## config.mk

```make
export PLATFORM = sky130hd
export DESIGN_NAME = hvn_div
export DESIGN_NICKNAME = d
export VERILOG_FILES = /design/src/hashed_value_noise_fbm_top_defines.svh /design/src/hvn_pkg.sv /design/src/hvn_div.sv
export SDC_FILE = /design/constraint.sdc
export NUM_CORES = 2
export LEC_CHECK = 0
export BUFFER_PORTS_ARGS = -buffer_cell sky130_fd_sc_hd__buf_2
export CAP_MARGIN = 20
export CORE_MARGIN = 2
export CORE_UTILIZATION = 50
export DETAILED_ROUTE_END_ITERATION = 6
export PLACE_DENSITY = 0.63
export SETUP_SLACK_MARGIN = 0.3
export SLEW_MARGIN = 20
export SYNTH_ARGS = -nofsm -noshare
export SYNTH_HDL_FRONTEND = slang
export SYNTH_SLANG_ARGS = --single-unit
```

## constraint.sdc

```tcl
create_clock -name clk -period 3.8 [get_ports clk]
set_clock_uncertainty 0.05 [all_clocks]
set_input_delay 0.76 -clock clk [delete_from_list [all_inputs] [get_ports clk]]
set_output_delay 0.76 -clock clk [all_outputs]
set_load 0.05 [all_outputs]
```

## src/hashed_value_noise_fbm_top_defines.svh

```systemverilog
// Assertion macros used by the noise block top level.
`ifndef HASHED_VALUE_NOISE_FBM_TOP_DEFINES_SVH
`define HASHED_VALUE_NOISE_FBM_TOP_DEFINES_SVH
`ifndef SYNTHESIS
`define HVN_ASSERT_IMP(label, clk, rst_n, ante, cons, msg) \
    label: assert property (@(posedge clk) disable iff (!rst_n) (ante) |-> (cons)) \
        else $error(msg);
`define HVN_ASSERT_NXT(label, clk, rst_n, ante, cons, msg) \
    label: assert property (@(posedge clk) disable iff (!rst_n) (ante) |=> (cons)) \
        else $error(msg);
`else
`define HVN_ASSERT_IMP(label, clk, rst_n, ante, cons, msg)
`define HVN_ASSERT_NXT(label, clk, rst_n, ante, cons, msg)
`endif
`endif

```

## src/hvn_pkg.sv

```systemverilog
// Types, constants and helpers of the hashed value noise block.
package hvn_pkg;

    localparam int MAX_OCTAVES = 8;
    localparam int FRAC_BITS   = 16;
    localparam int OCT_W       = $clog2(MAX_OCTAVES);
    localparam int OCTS_W      = 4;
    localparam int COORD_W     = 32;
    localparam int SH_W        = COORD_W + FRAC_BITS;
    localparam int AMP_W       = 17;
    localparam int AMP_FRAC    = 16;
    localparam int SMOOTH_W    = FRAC_BITS + 1;
    localparam int DIFF_W      = 33;
    localparam int BLEND_W     = DIFF_W + SMOOTH_W + 1;
    localparam int PROD_W      = COORD_W + AMP_W + 1;
    localparam int TOT_W       = PROD_W + OCT_W;
    localparam int WGT_W       = AMP_W + OCT_W;
    localparam int DIVD_W      = TOT_W - AMP_FRAC;
    localparam int Q_W         = 16;
    localparam int OUT_W       = 16;
    localparam int CFG_IDX_W   = 2;
    localparam int CFG_W       = 32;

    localparam logic [31:0] HASH_MUL_A    = 32'h7feb352d;
    localparam logic [31:0] HASH_MUL_B    = 32'h846ca68b;
    localparam logic [31:0] LATTICE_MUL_X = 32'h9e3779b1;
    localparam logic [31:0] LATTICE_MUL_Y = 32'h85ebca6b;

    localparam logic [AMP_W-1:0]  UNIT_AMP = 17'h10000;
    localparam logic [OUT_W-1:0]  OUT_MAX  = 16'h7fff;

    localparam logic [CFG_IDX_W-1:0] REG_SEED  = 2'd0;
    localparam logic [CFG_IDX_W-1:0] REG_OCTS  = 2'd1;
    localparam logic [CFG_IDX_W-1:0] REG_PERS  = 2'd2;
    localparam logic [CFG_IDX_W-1:0] REG_TWO_D = 2'd3;

    typedef struct packed {
        logic                 valid;
        logic                 last;
        logic                 two_d;
        logic [AMP_W-1:0]     amp;
        logic [31:0]          sd;
        logic [31:0]          ix;
        logic [31:0]          iy;
        logic [FRAC_BITS-1:0] tx;
        logic [FRAC_BITS-1:0] ty;
    } oct_in_t;

    typedef struct packed {
        logic                     valid;
        logic                     last;
        logic [AMP_W-1:0]         amp;
        logic signed [PROD_W-1:0] contrib;
    } oct_out_t;

    function automatic logic signed [31:0] corner_value(input logic [31:0] h);
        return {~h[31], h[30:0]};
    endfunction

endpackage

```

## src/hvn_div.sv

```systemverilog
// Pipelined restoring divider: weighted sum over total weight, saturated to Q1.15.
module hvn_div (
    input  logic                              clk,
    input  logic                              rst_n,
    input  logic                              in_valid,
    input  logic signed [hvn_pkg::TOT_W-1:0]  in_total,
    input  logic [hvn_pkg::WGT_W-1:0]         in_weight,
    output logic                              out_valid,
    output logic [hvn_pkg::OUT_W-1:0]         out_value
);
    import hvn_pkg::*;

    logic [DIVD_W-1:0] rem_reg [0:Q_W];
    logic [DIVD_W-1:0] rem_next [0:Q_W];
    logic [Q_W-1:0]    quo_reg [0:Q_W];
    logic [Q_W-1:0]    quo_next [0:Q_W];
    logic [WGT_W-1:0]  den_reg [0:Q_W];
    logic              neg_reg [0:Q_W];
    logic              vld_reg [0:Q_W];
    logic [TOT_W-1:0]  mag;
    logic [DIVD_W-1:0] den_sh;
    logic [Q_W-1:0]    q;
    logic [OUT_W-1:0]  res_reg, res_next;
    logic              out_vld_reg;

    always_comb
    begin
        mag = in_total[TOT_W-1] ? (~in_total + 1'b1) : in_total;
        rem_next[0] = mag[TOT_W-1:AMP_FRAC];
        quo_next[0] = '0;
        den_sh = '0;
        for (int s = 0; s < Q_W; s++)
        begin
            den_sh = DIVD_W'(den_reg[s]) << (Q_W - 1 - s);
            rem_next[s+1] = rem_reg[s];
            quo_next[s+1] = quo_reg[s];
            if (rem_reg[s] >= den_sh)
            begin
                rem_next[s+1] = rem_reg[s] - den_sh;
                quo_next[s+1] = quo_reg[s] | (Q_W'(1) << (Q_W - 1 - s));
            end
        end
        q = quo_reg[Q_W];
        if (neg_reg[Q_W])
        begin
            res_next = OUT_W'(~q + 1'b1);
        end
        else if (q > OUT_W'(OUT_MAX))
        begin
            res_next = OUT_MAX;
        end
        else
        begin
            res_next = OUT_W'(q);
        end
    end

    always_ff @(posedge clk or negedge rst_n)
    begin
        if (!rst_n)
        begin
            for (int s = 0; s <= Q_W; s++)
            begin
                vld_reg[s] <= 1'b0;
            end
            out_vld_reg <= 1'b0;
        end
        else
        begin
            vld_reg[0] <= in_valid;
            for (int s = 1; s <= Q_W; s++)
            begin
                vld_reg[s] <= vld_reg[s-1];
            end
            out_vld_reg <= vld_reg[Q_W];
        end
    end

    always_ff @(posedge clk)
    begin
        rem_reg[0] <= rem_next[0];
        quo_reg[0] <= quo_next[0];
        den_reg[0] <= in_weight;
        neg_reg[0] <= in_total[TOT_W-1];
        for (int s = 1; s <= Q_W; s++)
        begin
            rem_reg[s] <= rem_next[s];
            quo_reg[s] <= quo_next[s];
            den_reg[s] <= den_reg[s-1];
            neg_reg[s] <= neg_reg[s-1];
        end
        res_reg <= res_next;
    end

    assign out_valid = out_vld_reg;
    assign out_value = res_reg;

endmodule

```

==> flow_summary.yaml <==
die:
  die_height_um: 306
  floorplan_die_area_mm2: 0.0936
  start_util: 0.506
  fp.coreArea_mm2: 0.0901
  num_io_pins: 93
  row_count: 110
  die_x_um: 306
worst_setup_path:
  critical_path.slowest_cell: "or4b_4"
  critical_path_arrival_ns: 3.98
  critPathRequiredTime_ns: 4.38
  critical_path.max_fanout: 4
  crit_path_max_incr_delay_ns: 0.53
  critical_path.cell_chain: "buf_2, nor4_4, nand4_1, or4b_4, or3_4, or4_4, or3_4, or4_4, o31ai_4, xnor2_1"
  cp.buffers_inverters: 1
  timing.critical_path.max_delay_family: "simple AND/OR/NAND/NOR gates"
  critical_path.endpoint_type: "flip-flop"
  setup.worst_path.start_class: "input port"
  path_class: "input port to flip-flop"
layout:
  flow.area_growth_from_synthesis_pct: 14.1
  multi_input_area_mm2: 0.0218
  filler_cell_count: 7865
  final_core_util: 0.577
  largest_register_ffs: 592
  final_net_count: 5351
  layout.area.seq_mm2: 0.0221
  antenna-diode-count: 0
  drive_above_1_share: 0.0982
  most_common_cell_after_layout_fill_and_taps_aside: "dfxtp_1"
  most-common-layout-cells: "dfxtp_1, inv_1, nand2_1, ha_1, a21oi_1"
global_route:
  groute.layer.met2.usage: 0.408
  global_route_wire_length_before_repair_um: 163000
  met3_usage: 0.0274
  grt_start_max_net_pins: 43
  antenna_found_initial: 0
  global_route.usage.met1: 0.237
  grt_most_used_layer: "met2"
  grt_remaining_overflow: 0
  first_global_vias: 32227
  track_usage: 0.214
routing:
  postRouteAntennaNets: 0
  detail_route.drc_violations: 0
  dr_pass1_iterations: 5
  initialDrtViolationCount: 1588
  vias_per_cell: 5.26
  route.detailed.wl_per_inst_um: 16.3
  detailroute.via_count: 32645
  route.final.wire_length_um: 101000
synthesis:
  yosysWarningCount: 0
  netlist.top_cell.by_area: "dfxtp_1"
  post_synth_num_cell_types: 77
  synth.yosys.seq_area_share: 0.485
  synth_ff_type: "dfxtp_1"
  syn-cell-area_mm2: 0.0456
  synthArstFlopShare: 0.0164
  synth.top_cells.by_area: "dfxtp_1, ha_1, xnor2_1, inv_1, xor2_1"
  synth-edff-count: 0
  synthesis.instances: 4752
  post_synth.cell_area_avg_um2: 9.59
  synthDominantCellAreaShare: 0.475
  postSynthNetCount: 5164
  synth.ff_latch_count: 1099
timing:
  final-max-slew-violation-count: 0
  final.period_utilization: 0.895
  setup_violations: 0
  max_freq_ghz: 0.294
  rsz0062_at_grt: "yes"
  timing_worst_slew_pin_value_ns: 1.03
  report.final.hold_viol_count: 0
  holdWs_ns: 0.114
  finalCriticalPeriod_ns: 3.40
  slew_headroom: 0.303
placement:
  place.detailed.hpwl_um: 78900
  globalplace.congestion: 0.902
  port_buffers: 92
cts:
  cts-htree-levels: 3
  clkLatencyLatePin_ns: 0.70
  clock_tree.root_cell: "clkbuf_16"
  clock_tree_from_tritoncts: "yes"
  cts.clk_slew.worst_paths_ns: 0.06
  cts_buffers: 109
  cts.sink_count: 1099
  clockBufferDepth: 3
power:
  static-leakage-power_nw: 23.1
  power_density_mw_per_mm2: 880
  peak_supply_drop_mv: 0.471
job:
  max-cap-violations: 0
status:
  status: "finished clean"
min_path:
  min_path_type: "input port to flip-flop"
==> area by class of cell <==
type | instances | share of cell area
sequential | 1099 | 0.425
clock inverter | 60 | 0.0156
timing repair buffer | 174 | 0.0226
inverter | 418 | 0.0302
tap | 1176 | 0.0283
multi-input combinational | 3137 | 0.420
clock buffer | 145 | 0.0592
==> worst register-to-register path, cell delays in order (launching register included) <==
cell and delay [ns]:
dfxtp_1 0.35, inv_1 0.05, ha_1 0.49, nor4bb_1 0.25, and3_1 0.21, a41o_1 0.30, or4_1 0.44, or2_2 0.32
a31oi_4 0.15, buf_4 0.37, nor4_1 0.11, xor2_1 0.15
==> repair_timing <==
item                       4_1_cts  5_1_grt
pin swaps                        0        5
hold endpoints to repair        18        0
setup endpoints to repair        3      124
resized for setup                3       34
hold buffers                     1        0
buffers inserted                 0        3
==> final timing paths <==
path | start | to | slack [ns] | depth (start not counted)
min | in_weight[9] | den_reg[0][9] | 0.11 | 1
min reg2reg | quo_reg[0][154] | quo_reg[0][170] | 0.27 | 0
max | in_total[13] | rem_reg[0][35] | 0.40 | 10
min in group asynchronous | rst_n | vld_reg[14] | 0.47 | 2
max reg2reg | den_reg[0][279] | rem_reg[0][552] | 0.42 | 11
max in group asynchronous | rst_n | vld_reg[10] | 2.96 | 2
==> routing by layer <==
metal / routed length (um) / up-vias
met5: 0 / -
met4: 3950 / 0
met3: 2590 / 195
met2: 52300 / 440
met1: 42100 / 15170
li1: - / 16840
==> report_power, final <==
group / switching, mW / internal (mW) / total [mW]
registers: 2.09 / 14.8 / 16.8
clock network: 4.54 / 6.82 / 11.4
logic: 9.57 / 8.02 / 17.6
total: 16.2 / 29.6 / 45.8
==> synthesized netlist by cell type, drive strengths merged, types with 15 or more instances <==
| cell type | instances |
|---|---|
| o21bai | 27 |
| a31oi | 35 |
| nand2b | 69 |
| o211ai | 20 |
| nor2 | 280 |
| xnor2 | 237 |
| ha | 321 |
| nand2 | 357 |
| a21oi | 306 |
| inv | 417 |
| nor3 | 102 |
| and3 | 24 |
| a21o | 153 |
| nor4 | 66 |
| o21a | 41 |
| dfxtp | 1081 |
| clkbuf | 90 |
| and2 | 15 |
| nor2b | 47 |
| or2 | 25 |
| a2111oi | 18 |
| nand4 | 46 |
| o31ai | 45 |
| or4 | 29 |
| nand3 | 69 |
| xor2 | 175 |
| or3 | 40 |
| o21ai | 302 |
| dfrtp | 18 |
| fa | 15 |
| mux2 | 51 |
| a211oi | 30 |
==> metrics by stage <==
step | power [mW] | std cells | setup WS, ns | setup TNS [ns] | instance area, um^2
after global placement | 34.2 | 6000 | -0.285 | -0.914 | 48000
after global routing | 49.0 | 6209 | 0.264 | 0 | 52000
after floorplan | 29.9 | 4752 | -0.0476 | -0.0598 | 45600
final | 45.8 | 6209 | 0.400 | 0 | 52000
after CTS | 45.9 | 6206 | 0.308 | 0 | 51900
after detailed placement | 34.4 | 6000 | -0.316 | -1.08 | 48000
==> logic make-up (layout without fill, tap and decap cells) <==
group                    Yosys count  in the layout  synth area share
adder cells (fa/ha/maj)          336            336            0.0947
XOR/XNOR                         412            412            0.0792
multiplexers                      53             53            0.0130
AO/OA/AOI/OAI                   1096           1096             0.151
AND/OR/NAND/NOR                 1240           1240             0.135
buffers and inverters            516            797            0.0425
flip-flops                      1099           1099             0.485
Power figures use the tool's default switching activity.
