File: config.mk
export PLATFORM = sky130hd
export DESIGN_NAME = hvn_queue
export DESIGN_NICKNAME = d
export VERILOG_FILES = /design/src/hashed_value_noise_fbm_top_defines.svh /design/src/hvn_queue.sv
export SDC_FILE = /design/constraint.sdc
export NUM_CORES = 1
export LEC_CHECK = 0
export ABC_AREA = 1
export BUFFER_PORTS_ARGS = -buffer_cell sky130_fd_sc_hd__buf_2
export CAP_MARGIN = 20
export CORE_AREA = 5 5 97 144
export DETAILED_ROUTE_END_ITERATION = 12
export DIE_AREA = 0 0 102 149
export PLACE_DENSITY_LB_ADDON = 0.12
export SLEW_MARGIN = 5
export SYNTH_ARGS = -nofsm -noshare
export SYNTH_HDL_FRONTEND = slang
export SYNTH_SLANG_ARGS = --single-unit
File: constraint.sdc
create_clock -name clk -period 9.7 [get_ports clk]
set_input_delay 0.485 -clock clk [delete_from_list [all_inputs] [get_ports clk]]
set_output_delay 0.485 -clock clk [all_outputs]
set_load 0.05 [all_outputs]
File: src/hashed_value_noise_fbm_top_defines.svh
// Assertion macros used by the noise block top level.
`ifndef HASHED_VALUE_NOISE_FBM_TOP_DEFINES_SVH
`define HASHED_VALUE_NOISE_FBM_TOP_DEFINES_SVH
`ifndef SYNTHESIS
`define HVN_ASSERT_IMP(label, clk, rst_n, ante, cons, msg) \
    label: assert property (@(posedge clk) disable iff (!rst_n) (ante) |-> (cons)) \
        else $error(msg);
`define HVN_ASSERT_NXT(label, clk, rst_n, ante, cons, msg) \
    label: assert property (@(posedge clk) disable iff (!rst_n) (ante) |=> (cons)) \
        else $error(msg);
`else
`define HVN_ASSERT_IMP(label, clk, rst_n, ante, cons, msg)
`define HVN_ASSERT_NXT(label, clk, rst_n, ante, cons, msg)
`endif
`endif

File: src/hvn_queue.sv
// Small register FIFO with valid/ready on both sides.
module hvn_queue #(
    parameter int WIDTH = 64,
    parameter int DEPTH = 2
) (
    input  logic             clk,
    input  logic             rst_n,
    input  logic             in_valid,
    output logic             in_ready,
    input  logic [WIDTH-1:0] in_data,
    output logic             out_valid,
    input  logic             out_ready,
    output logic [WIDTH-1:0] out_data
);
    localparam int PTR_W = $clog2(DEPTH);
    localparam int CNT_W = $clog2(DEPTH + 1);

    logic [WIDTH-1:0] mem_reg [DEPTH];
    logic [PTR_W-1:0] wr_ptr_reg, wr_ptr_next;
    logic [PTR_W-1:0] rd_ptr_reg, rd_ptr_next;
    logic [CNT_W-1:0] cnt_reg, cnt_next;
    logic             push, pop;

    assign in_ready  = (cnt_reg != CNT_W'(DEPTH));
    assign out_valid = (cnt_reg != '0);
    assign out_data  = mem_reg[rd_ptr_reg];
    assign push      = in_valid && in_ready;
    assign pop       = out_valid && out_ready;

    always_comb
    begin
        wr_ptr_next = wr_ptr_reg;
        rd_ptr_next = rd_ptr_reg;
        cnt_next    = cnt_reg;
        if (push)
        begin
            wr_ptr_next = (wr_ptr_reg == PTR_W'(DEPTH - 1)) ? '0 : wr_ptr_reg + 1'b1;
        end
        if (pop)
        begin
            rd_ptr_next = (rd_ptr_reg == PTR_W'(DEPTH - 1)) ? '0 : rd_ptr_reg + 1'b1;
        end
        if (push && !pop)
        begin
            cnt_next = cnt_reg + 1'b1;
        end
        else if (pop && !push)
        begin
            cnt_next = cnt_reg - 1'b1;
        end
    end

    always_ff @(posedge clk or negedge rst_n)
    begin
        if (!rst_n)
        begin
            wr_ptr_reg <= '0;
            rd_ptr_reg <= '0;
            cnt_reg    <= '0;
        end
        else
        begin
            wr_ptr_reg <= wr_ptr_next;
            rd_ptr_reg <= rd_ptr_next;
            cnt_reg    <= cnt_next;
        end
    end

    always_ff @(posedge clk)
    begin
        if (push)
        begin
            mem_reg[wr_ptr_reg] <= in_data;
        end
    end

endmodule

==> flow_metrics.env, run 1 <==
export IMPL_cpPeakStageDelay_ns=0.47
export IMPL_gp_congestion=0.6811
export IMPL_slowest_stage="inv_2"
export IMPL_viasPerCell=4.530
export IMPL_synth_seq_cells=132
export IMPL_grt_total_usage_pct=13.76
export IMPL_grt_pass1_wl_mm=15.59
export IMPL_grt_ovfl_total=0
export IMPL_largest_reg_flops=128
export IMPL_synth_compound_area_share_pct=0
export IMPL_multi_input_area_um2=827.0
export IMPL_drt_iter0_drc=162
export IMPL_routed_wl_mm=10.24
export IMPL_max_slew_margin_pct=41.13
export IMPL_crit_chain="inv_2, buf_12, nand2_1, nand2_1, buf_2"
export IMPL_synth_xor_area_share_pct=0.3595
export IMPL_hold_viol_final=0
export IMPL_min_period_ns=2.512
export IMPL_dr_pass1_iters=4
export IMPL_place_hpwl_mm=6.505
export IMPL_grt_pass1_vias=3202
export IMPL_antenna_found_initial=0
export IMPL_final_antenna_net_count=0
export IMPL_synth_nets=432
export IMPL_die_h_um=149
export IMPL_netlist_area_um2=4872
export IMPL_holdWs_ns=0.2688
export IMPL_cts_repair_resize_count=0
export IMPL_synth_warnings=0
export IMPL_initial_core_util_pct=39.14
export IMPL_cts_tree="done"
export IMPL_io_buffers=133
export IMPL_setup_tns_ns=0
export IMPL_clk_insertion_delay_late_ns=0.40
export IMPL_cts_sinks=132
export IMPL_root_buffer="clkbuf_16"
export IMPL_syn_to_final_growth_pct=29.92
export IMPL_vias=3058
export IMPL_synth_top_family_by_area="simple AND/OR/NAND/NOR gates"
export IMPL_cp_start_kind="register"
export IMPL_insertedDiodeCount=0
export IMPL_row_count=50
export IMPL_grt_max_degree=66
export IMPL_wire_per_inst_um=15.18
export IMPL_nets=575
export IMPL_finalSetupViolations=0
export IMPL_yosys_area_share_adder_pct=0.2568
export IMPL_post_route_period_util_pct=25.90
export IMPL_htreeDepth=4
export IMPL_numCtsBuffers=17
export IMPL_outcome="finished clean"
export IMPL_ys_seq_area_share_pct=80.95
export IMPL_synthSimpleGateAreaFrac_pct=16.05
export IMPL_arrival_ns=2.03
export IMPL_clk_pin_slew_worst_paths_ns=0.06
export IMPL_ctsHoldBuffers=1
export IMPL_die_w_um=102
export IMPL_remaining_drc_errors=0
export IMPL_finalMaxSlewViolations=0
export IMPL_cts_setup_buffers=0
export IMPL_fmax_ghz=0.3981
export IMPL_drv_cap=0
export IMPL_cts_buffer_depth=2
export IMPL_criticalPathCategory="register to output pin"
export IMPL_core_um2=12450
export IMPL_fillCellCount=1114
export IMPL_cp_max_fo=34
export IMPL_io_pins=134
export IMPL_synthMuxAreaShare_pct=0
export IMPL_worst_pin_slew_ns=0.8810
export IMPL_syn_inst=363
export IMPL_postSynthAreaPerCell_um2=13.42
export IMPL_cpMostUsedCell="nand2_1"
export IMPL_cp_required_ns=9.22
export IMPL_seqCellArea_um2=3945
export IMPL_drive_gt1_share_pct=32.56
export IMPL_ys_types=13
export IMPL_fin_worst_skew_ns=0.007228
export IMPL_rsz0062_at_grt="false"
export IMPL_die_area_um2=15200
export IMPL_hold_class="primary input to register"
export IMPL_worstSetupEndpointType="output pin"
==> path summary, 6_finish.rpt <==
check / from / to / slack [ns] / cells past startpoint
hold / removal: in_data[16] / mem_reg[0][16] / 0.27 / 1
min in group asynchronous: rst_n / rd_ptr_reg / 0.43 / 2
hold reg to reg: cnt_reg[0] / cnt_reg[0] / 0.50 / 1
setup reg to reg: cnt_reg[0] / mem_reg[1][12] / 7.33 / 5
max in group asynchronous: rst_n / rd_ptr_reg / 9.14 / 2
setup / recovery: rd_ptr_reg / out_data[1] / 7.19 / 5
==> layer usage <==
layer  vias up  GRT usage (%)  wire length (µm)
li1       1505              -                 -
met4         0          5.581               190
met1      1444          14.10              3813
met2        91          25.46              5649
met3        18          4.118               589
met5         -              0                 0
==> kinds of logic (layout without fill, tap and decap cells) <==
| family | count (synthesis) | in the layout |
|---|---|---|
| DFF | 132 | 132 |
| buffers and inverters | 21 | 177 |
| adders and majority gates | 1 | 1 |
| xor gates and xnor gates | 2 | 2 |
| and+or+nand+nor | 207 | 207 |
==> synth_stat cells <==
| cell type | count | share of area (%) |
|---|---|---|
| xnor2_1 | 1 | 0.18 |
| buf_2 | 6 | 0.62 |
| nand2_1 | 202 | 16 |
| edfxtp_1 | 128 | 79 |
| inv_1 | 6 | 0.46 |
| inv_2 | 1 | 0.077 |
| buf_4 | 8 | 1.2 |
| nand4_1 | 1 | 0.13 |
| ha_1 | 1 | 0.26 |
| dfrtp_1 | 4 | 2.1 |
| nor2_1 | 2 | 0.15 |
| xor2_1 | 1 | 0.18 |
| nand3_1 | 2 | 0.21 |
==> metrics by stage <==
step	area (µm²)	util [%]	setup WS, ns	std cells
global route	6330	50.84	7.048	675
finish	6330	50.84	7.188	675
detailed placement	5702	45.80	7.215	642
CTS	6330	50.84	7.141	675
global placement	5682	45.64	7.220	641
floorplan	4872	-	5.518	363
==> cell type report <==
| cell class | count | share of cell area [%] |
|---|---|---|
| flip-flops and latches | 132 | 62.32 |
| multi-input cells | 210 | 13.07 |
| repair buffers | 138 | 11.35 |
| clock buffers | 20 | 6.899 |
| well taps | 156 | 3.084 |
| clock inverters | 12 | 2.866 |
| inverters | 7 | 0.4151 |
==> critical path: cells and delay by family (launching register included) <==
family | cells | cell delay (ns)
AND/OR/NAND/NOR | 2 | 0.17
buffers and inverters | 3 | 1.02
flip-flops | 1 | 0.41
==> cell usage in the layout (no fill, tap or decap), types with 2 or more instances in the layout <==
cell	count
dfrtp_1	3
inv_1	6
clkinvlp_4	3
nand2_1	202
nand3_1	2
bufinv_16	4
clkinv_4	4
clkbuf_16	17
nor2_4	2
clkbuf_1	3
buf_4	3
edfxtp_1	128
buf_2	133
Power of run 1 is left out: the tool's default activity adds up to more than one toggle a clock period on the data nets, which glitch-free logic cannot reach.
==> run 2: changes to the inputs <==
--- a/config.mk
+++ b/config.mk
@@ -5,12 +5,12 @@
 export SDC_FILE = /design/constraint.sdc
 export NUM_CORES = 1
 export LEC_CHECK = 0
-export ABC_AREA = 1
+export ABC_AREA = 0
 export BUFFER_PORTS_ARGS = -buffer_cell sky130_fd_sc_hd__buf_2
 export CAP_MARGIN = 20
-export CORE_AREA = 5 5 97 144
+export CORE_AREA = 5 5 98 146
 export DETAILED_ROUTE_END_ITERATION = 12
-export DIE_AREA = 0 0 102 149
+export DIE_AREA = 0 0 103 151
 export PLACE_DENSITY_LB_ADDON = 0.12
 export SLEW_MARGIN = 5
 export SYNTH_ARGS = -nofsm -noshare
==> constraint.sdc (replaced) <==
create_clock -name clk -period 2.15 [get_ports clk]
set_input_delay 0.1075 -clock clk [delete_from_list [all_inputs] [get_ports clk]]
set_output_delay 0.1075 -clock clk [all_outputs]
set_load 0.05 [all_outputs]
==> flow_metrics.env, run 2 <==
export IMPL_outcome="finished clean"
export IMPL_place_hpwl_mm=6.367
export IMPL_synth_warnings=0
export IMPL_drt_iter0_drc=75
export IMPL_cp_max_fo=14
export IMPL_die_area_um2=15550
export IMPL_post_route_period_util_pct=89.35
export IMPL_grt_busiest_layer="met2"
export IMPL_rr_worst_depth=4
export IMPL_grtUsageMet2_pct=24.13
export IMPL_nets=505
export IMPL_dr_pass1_iters=4
export IMPL_rsz0062_at_grt="false"
export IMPL_drive_gt1_share_pct=52.34
export IMPL_syn_to_final_growth_pct=43.63
export IMPL_r2r_start="cnt_reg[0]"
export IMPL_die_w_um=103
export IMPL_synth_seq_cells=132
export IMPL_timing_rr_end="mem_reg[0][39]"
export IMPL_largest_reg_flops=128
export IMPL_crit_chain="buf_4, mux2_2, buf_2"
export IMPL_p_int_mw=7.006
export IMPL_cts_setup_buffers=0
export IMPL_synth_top_flop_cell="edfxtp_1"
export IMPL_hold_end="wr_ptr_reg"
export IMPL_grt_max_degree=42
export IMPL_yosysTopAreaCell="edfxtp_1"
export IMPL_min_period_ns=1.921
export IMPL_synth_nets=286
export IMPL_fmax_ghz=0.5206
export IMPL_p_seq_share_pct=33.3
export IMPL_htreeDepth=4
export IMPL_cts_buffer_depth=2
export IMPL_synth_area_leaders="edfxtp_1 77%, mux2_4 15%, mux2_2 3.1%, dfrtp_1 2.0%, buf_6 1.3%"
export IMPL_yosysMostFrequentCell="edfxtp_1"
export IMPL_cts_tree="done"
export IMPL_core_um2=12890
export IMPL_criticalPathCategory="register to output pin"
export IMPL_drv_cap=0
export IMPL_whs_path_depth=3
export IMPL_cp_top_family="flip-flops"
export IMPL_grt_pass1_vias=3057
export IMPL_row_count=51
export IMPL_cts_sinks=132
export IMPL_final_cell_mix="133 x buf_2, 128 x edfxtp_1, 66 x dlygate4sd3_1"
export IMPL_numCtsBuffers=17
export IMPL_grt_total_usage_pct=13.39
export IMPL_cp_start_kind="register"
export IMPL_holdWs_ns=0.02821
export IMPL_ir_drop_mv=0.8300
export IMPL_ys_types=15
export IMPL_cpPeakStageDelay_ns=0.59
export IMPL_multi_input_area_um2=1021
export IMPL_slowest_stage="dfrtp_4"
export IMPL_hold_class="primary input to register"
export IMPL_fillCellCount=1064
export IMPL_power_density_nw_per_um2=1567
export IMPL_routed_wl_mm=9.801
export IMPL_remaining_drc_errors=0
export IMPL_p_clk_share_pct=25.7
export IMPL_p_switching_mw=4.288
export IMPL_fin_worst_skew_ns=0.005236
export IMPL_final_antenna_net_count=0
export IMPL_setup_tns_ns=0
export IMPL_grt_ovfl_total=0
export IMPL_switching_share_pct=37.97
export IMPL_finalSetupViolations=0
export IMPL_vias=2712
export IMPL_seqCellArea_um2=3948
export IMPL_ys_async_sr_fraction_pct=3.030
export IMPL_cts_repair_resize_count=0
export IMPL_ys_seq_area_share_pct=78.58
export IMPL_critPathBufInv=2
export IMPL_worst_pin_slew_ns=0.3591
export IMPL_final_core_util_pct=55.92
export IMPL_layout_commonest_cell="buf_2"
export IMPL_worstSetupEndpointType="output pin"
export IMPL_power_leakage_nw=2.896
export IMPL_root_buffer="clkbuf_16"
export IMPL_ctsHoldBuffers=66
export IMPL_arrival_ns=1.81
export IMPL_hold_viol_final=0
export IMPL_synthTopCellsByCount="128 x edfxtp_1, 50 x mux2_4, 14 x mux2_2"
export IMPL_max_slew_margin_pct=76.06
export IMPL_initial_core_util_pct=38.93
export IMPL_synth_edf_count=128
export IMPL_die_h_um=151
export IMPL_cp_required_ns=2.04
export IMPL_wire_per_inst_um=16.09
export IMPL_use_met1_pct=13.73
export IMPL_gp_congestion=0.6869
export IMPL_netlist_area_um2=5019
export IMPL_min_from="in_valid"
export IMPL_syn_inst=217
export IMPL_io_pins=134
export IMPL_synth_top_area_share_pct=76.59
export IMPL_clk_pin_slew_worst_paths_ns=0.05
export IMPL_p_comb_share_pct=41.1
export IMPL_postSynthAreaPerCell_um2=23.13
export IMPL_finalMaxSlewViolations=0
export IMPL_clk_insertion_delay_late_ns=0.40
export IMPL_io_buffers=133
export IMPL_rrSetupSlack_ns=0.64
export IMPL_antenna_found_initial=1
export IMPL_viasPerCell=4.453
export IMPL_met3_usage_pct=4.286
export IMPL_grt_pass1_wl_mm=15.18
## run 2: cell count changes in the layout (fill, tap and decap cells not counted), moves of 3 or more
cell           previous run  this run
inv_1                     6         1
clkinv_4                  4         1
dlygate4sd3_1             1        66
nand2_1                 202         1
mux2_2                    0        14
mux2_4                    0        50
buf_12                    1         4
clkinv_1                  1         4
## run 2: worst min-delay path, stage by stage
cell and delay [ns]:
buf_2 0.11, nand2_2 0.10, xnor2_1 0.07
## run 2: power by group through the flow
stage,Combinational [mW],Clock (mW),Sequential (mW)
after floorplan,3.75,0,3.70
after CTS,4.72,2.98,3.77
after global routing,4.87,3.09,3.81
after global placement,4.61,0,3.78
final,4.64,2.90,3.76
after detailed placement,4.61,0,3.81
## run 2: cell type report
class	instances	share of cell area [%]
Clock inverter	12	2.239
Tap cell	159	2.760
Clock buffer	20	6.058
Antenna cell	1	0.03472
Sequential cell	132	54.76
Multi-Input combinational cell	77	14.16
Inverter	1	0.05207
Timing Repair Buffer	207	19.93
## run 2: logic make-up (layout without fill, tap and decap cells)
group	after synthesis	after routing	synth area share, %
xor gates and xnor gates	5	5	0.8728
adders and majority gates	1	1	0.2493
buffers and inverters	8	240	1.521
DFF	132	132	78.58
muxes	64	64	18.10
other	0	1	0
and+or+nand+nor	7	7	0.6735
## run 2: metrics by stage
stage	power [mW]	std cells	area, µm²	setup slack, ns
floorplan	7.456	217	5037	0.02273
global placement	8.386	510	5947	0.6262
detailed placement	8.427	510	5947	0.6288
CTS	11.46	608	7206	0.1856
global route	11.78	609	7208	0.1454
finish	11.29	609	7208	0.2290
## run 2: per-layer routing
| metal | vias to the layer above | routed length (µm) | part of all wire [%] |
|---|---|---|---|
| li1 | 1298 | - | - |
| met1 | 1329 | 3605 | 37 |
| met2 | 75 | 5445 | 56 |
| met3 | 10 | 592 | 6.0 |
| met4 | 0 | 158 | 1.6 |
| met5 | - | 0 | 0 |
## run 2: worst max path at each step
stage                          start       endpoint  slack, ns  depth (start not counted)
after global routing      rd_ptr_reg   out_data[50]       0.15                          3
after detailed placement  rd_ptr_reg   out_data[43]       0.63                          3
final                     rd_ptr_reg   out_data[50]       0.23                          3
after floorplan           cnt_reg[0]  mem_reg[0][0]       0.02                          3
after CTS                 rd_ptr_reg   out_data[43]       0.19                          3
after global placement    rd_ptr_reg   out_data[43]       0.63                          3
(Power assumes the default switching activity.)
==> run 3: changes to the inputs <==
--- a/config.mk
+++ b/config.mk
@@ -11,6 +11,7 @@
 export CORE_AREA = 5 5 98 146
 export DETAILED_ROUTE_END_ITERATION = 12
 export DIE_AREA = 0 0 103 151
+export HOLD_SLACK_MARGIN = 0.08
 export PLACE_DENSITY_LB_ADDON = 0.12
 export SLEW_MARGIN = 5
 export SYNTH_ARGS = -nofsm -noshare
==> constraint.sdc (replaced) <==
create_clock -name clk -period 2.2 [get_ports clk]
set_input_delay 0.11 -clock clk [delete_from_list [all_inputs] [get_ports clk]]
set_output_delay 0.11 -clock clk [all_outputs]
set_load 0.05 [all_outputs]
==> flow_metrics.env, run 3 (synthesis gave the netlist of run 2 again) <==
export IMPL_outcome="finished clean"
export IMPL_fin_worst_skew_ns=0.006670
export IMPL_grtUsageMet2_pct=23.81
export IMPL_cts_tree="done"
export IMPL_root_buffer="clkbuf_16"
export IMPL_final_cell_mix="133 x buf_2, 128 x edfxtp_1, 68 x dlygate4sd3_1"
export IMPL_rrSetupSlack_ns=0.52
export IMPL_post_route_period_util_pct=88.17
export IMPL_setup_tns_ns=0
export IMPL_cp_start_kind="register"
export IMPL_worstSetupEndpointType="output pin"
export IMPL_gp_congestion=0.6678
export IMPL_grt_busiest_layer="met2"
export IMPL_hold_end="mem_reg[1][22]"
export IMPL_design_area_um2=7199
export IMPL_numCtsBuffers=17
export IMPL_place_inst=511
export IMPL_max_slew_margin_pct=66.79
export IMPL_clk_pin_slew_worst_paths_ns=0.05
export IMPL_wire_per_inst_um=16.01
export IMPL_hold_viol_final=0
export IMPL_vias=2729
export IMPL_die_w_um=103
export IMPL_timing_rr_end="mem_reg[0][31]"
export IMPL_grt_pass1_wl_mm=14.97
export IMPL_nets=509
export IMPL_grt_pass1_vias=3051
export IMPL_drt_iter0_drc=104
export IMPL_place_hpwl_mm=6.477
export IMPL_met3_usage_pct=4.793
export IMPL_largest_reg_flops=128
export IMPL_remaining_drc_errors=0
export IMPL_use_met1_pct=13.35
export IMPL_p_int_mw=6.647
export IMPL_io_pins=134
export IMPL_rsz0062_at_grt="false"
export IMPL_switching_share_pct=38.70
export IMPL_cts_repair_resize_count=0
export IMPL_p_seq_share_pct=33.8
export IMPL_row_count=51
export IMPL_dr_pass1_iters=4
export IMPL_die_area_um2=15550
export IMPL_p_clk_share_pct=23.9
export IMPL_min_from="in_data[22]"
export IMPL_initial_core_util_pct=38.93
export IMPL_cts_sinks=132
export IMPL_cts_buffer_depth=2
export IMPL_htreeDepth=4
export IMPL_die_h_um=151
export IMPL_layout_commonest_cell="buf_2"
export IMPL_syn_to_final_growth_pct=43.46
export IMPL_core_um2=12890
export IMPL_instances_no_fill=612
export IMPL_power_leakage_nw=2.897
export IMPL_hold_class="primary input to register"
export IMPL_drv_cap=0
export IMPL_criticalPathCategory="register to output pin"
export IMPL_r2r_start="cnt_reg[0]"
export IMPL_routed_wl_mm=9.796
export IMPL_p_total_mw=10.84
export IMPL_grt_ovfl_total=0
export IMPL_io_buffers=133
export IMPL_finalMaxSlewViolations=0
export IMPL_grt_total_usage_pct=13.19
export IMPL_final_antenna_net_count=0
export IMPL_drive_gt1_share_pct=52.65
export IMPL_power_density_nw_per_um2=1506
export IMPL_placed_area_um2=5939
export IMPL_viasPerCell=4.459
export IMPL_cp_max_fo=14
export IMPL_clk_insertion_delay_late_ns=0.40
export IMPL_holdWs_ns=0.4282
export IMPL_fmax_ghz=0.5155
export IMPL_antenna_found_initial=0
export IMPL_whs_path_depth=2
export IMPL_p_comb_share_pct=42.3
export IMPL_grt_max_degree=36
export IMPL_rr_worst_depth=4
export IMPL_min_period_ns=1.940
export IMPL_finalSetupViolations=0
export IMPL_worst_pin_slew_ns=0.4982
export IMPL_cp_required_ns=2.09
export IMPL_arrival_ns=1.83
export IMPL_p_switching_mw=4.196
export IMPL_ir_drop_mv=0.7043
-- run 3: changes by cell type in the layout (fill, tap and decap cells not counted), moves of 2 or more --
cell / change
buf_4: +2
bufinv_16: -2
clkinv_1: -3
clkinv_2: +3
dlygate4sd3_1: +2
-- run 3: worst max-delay path: stages, from the launching register on --
cell and delay, ns:
dfrtp_4 0.58, buf_4 0.27, mux2_2 0.36, buf_2 0.21
-- run 3: per-layer routing --
layer,up-vias,wire (µm)
met1,1326,3487
met5,-,0
met4,0,165
met2,80,5565
met3,14,577
li1,1309,-
-- run 3: repair_timing --
action                                  in CTS  in global routing
endpoints found under the setup margin       0                  7
buffers inserted                             0                  1
hold buffers                                68                  0
endpoints found under the hold margin      134                  0
-- run 3: power groups by stage --
stage | clock (mW) | combinational, mW | sequential [mW]
detailed placement | 0 | 4.44 | 3.78
CTS | 2.67 | 4.54 | 3.74
finish | 2.60 | 4.58 | 3.67
floorplan | 0 | 3.67 | 3.62
global placement | 0 | 4.42 | 3.76
global route | 2.80 | 4.82 | 3.72
-- run 3: final cells by class --
type	count	area, µm²
fill	1063	5690
sequential	132	3948
timing repair buffer	211	1479
multi-input combinational	77	1018
clock buffer	20	436.7
tap	159	198.9
clock inverter	11	112.6
inverter	1	3.754
antenna	1	2.502
-- run 3: metrics by stage --
step / worst slack [ns] / utilization (%)
after floorplan: 0.02261 / -
after global placement: 0.4929 / 46.08
after detailed placement: 0.4727 / 46.08
after CTS: 0.03584 / 55.62
after global routing: 0.1725 / 55.83
final: 0.2602 / 55.85
-- run 3: worst max path at each step --
stage                     startpoint       endpoint  slack, ns  depth (start not counted)
final                     rd_ptr_reg   out_data[43]       0.26                          3
after floorplan           cnt_reg[0]  mem_reg[0][0]       0.02                          3
after CTS                 rd_ptr_reg   out_data[43]       0.04                          3
after global placement    rd_ptr_reg   out_data[50]       0.49                          3
after detailed placement  rd_ptr_reg   out_data[43]       0.47                          3
after global routing      rd_ptr_reg   out_data[44]       0.17                          3
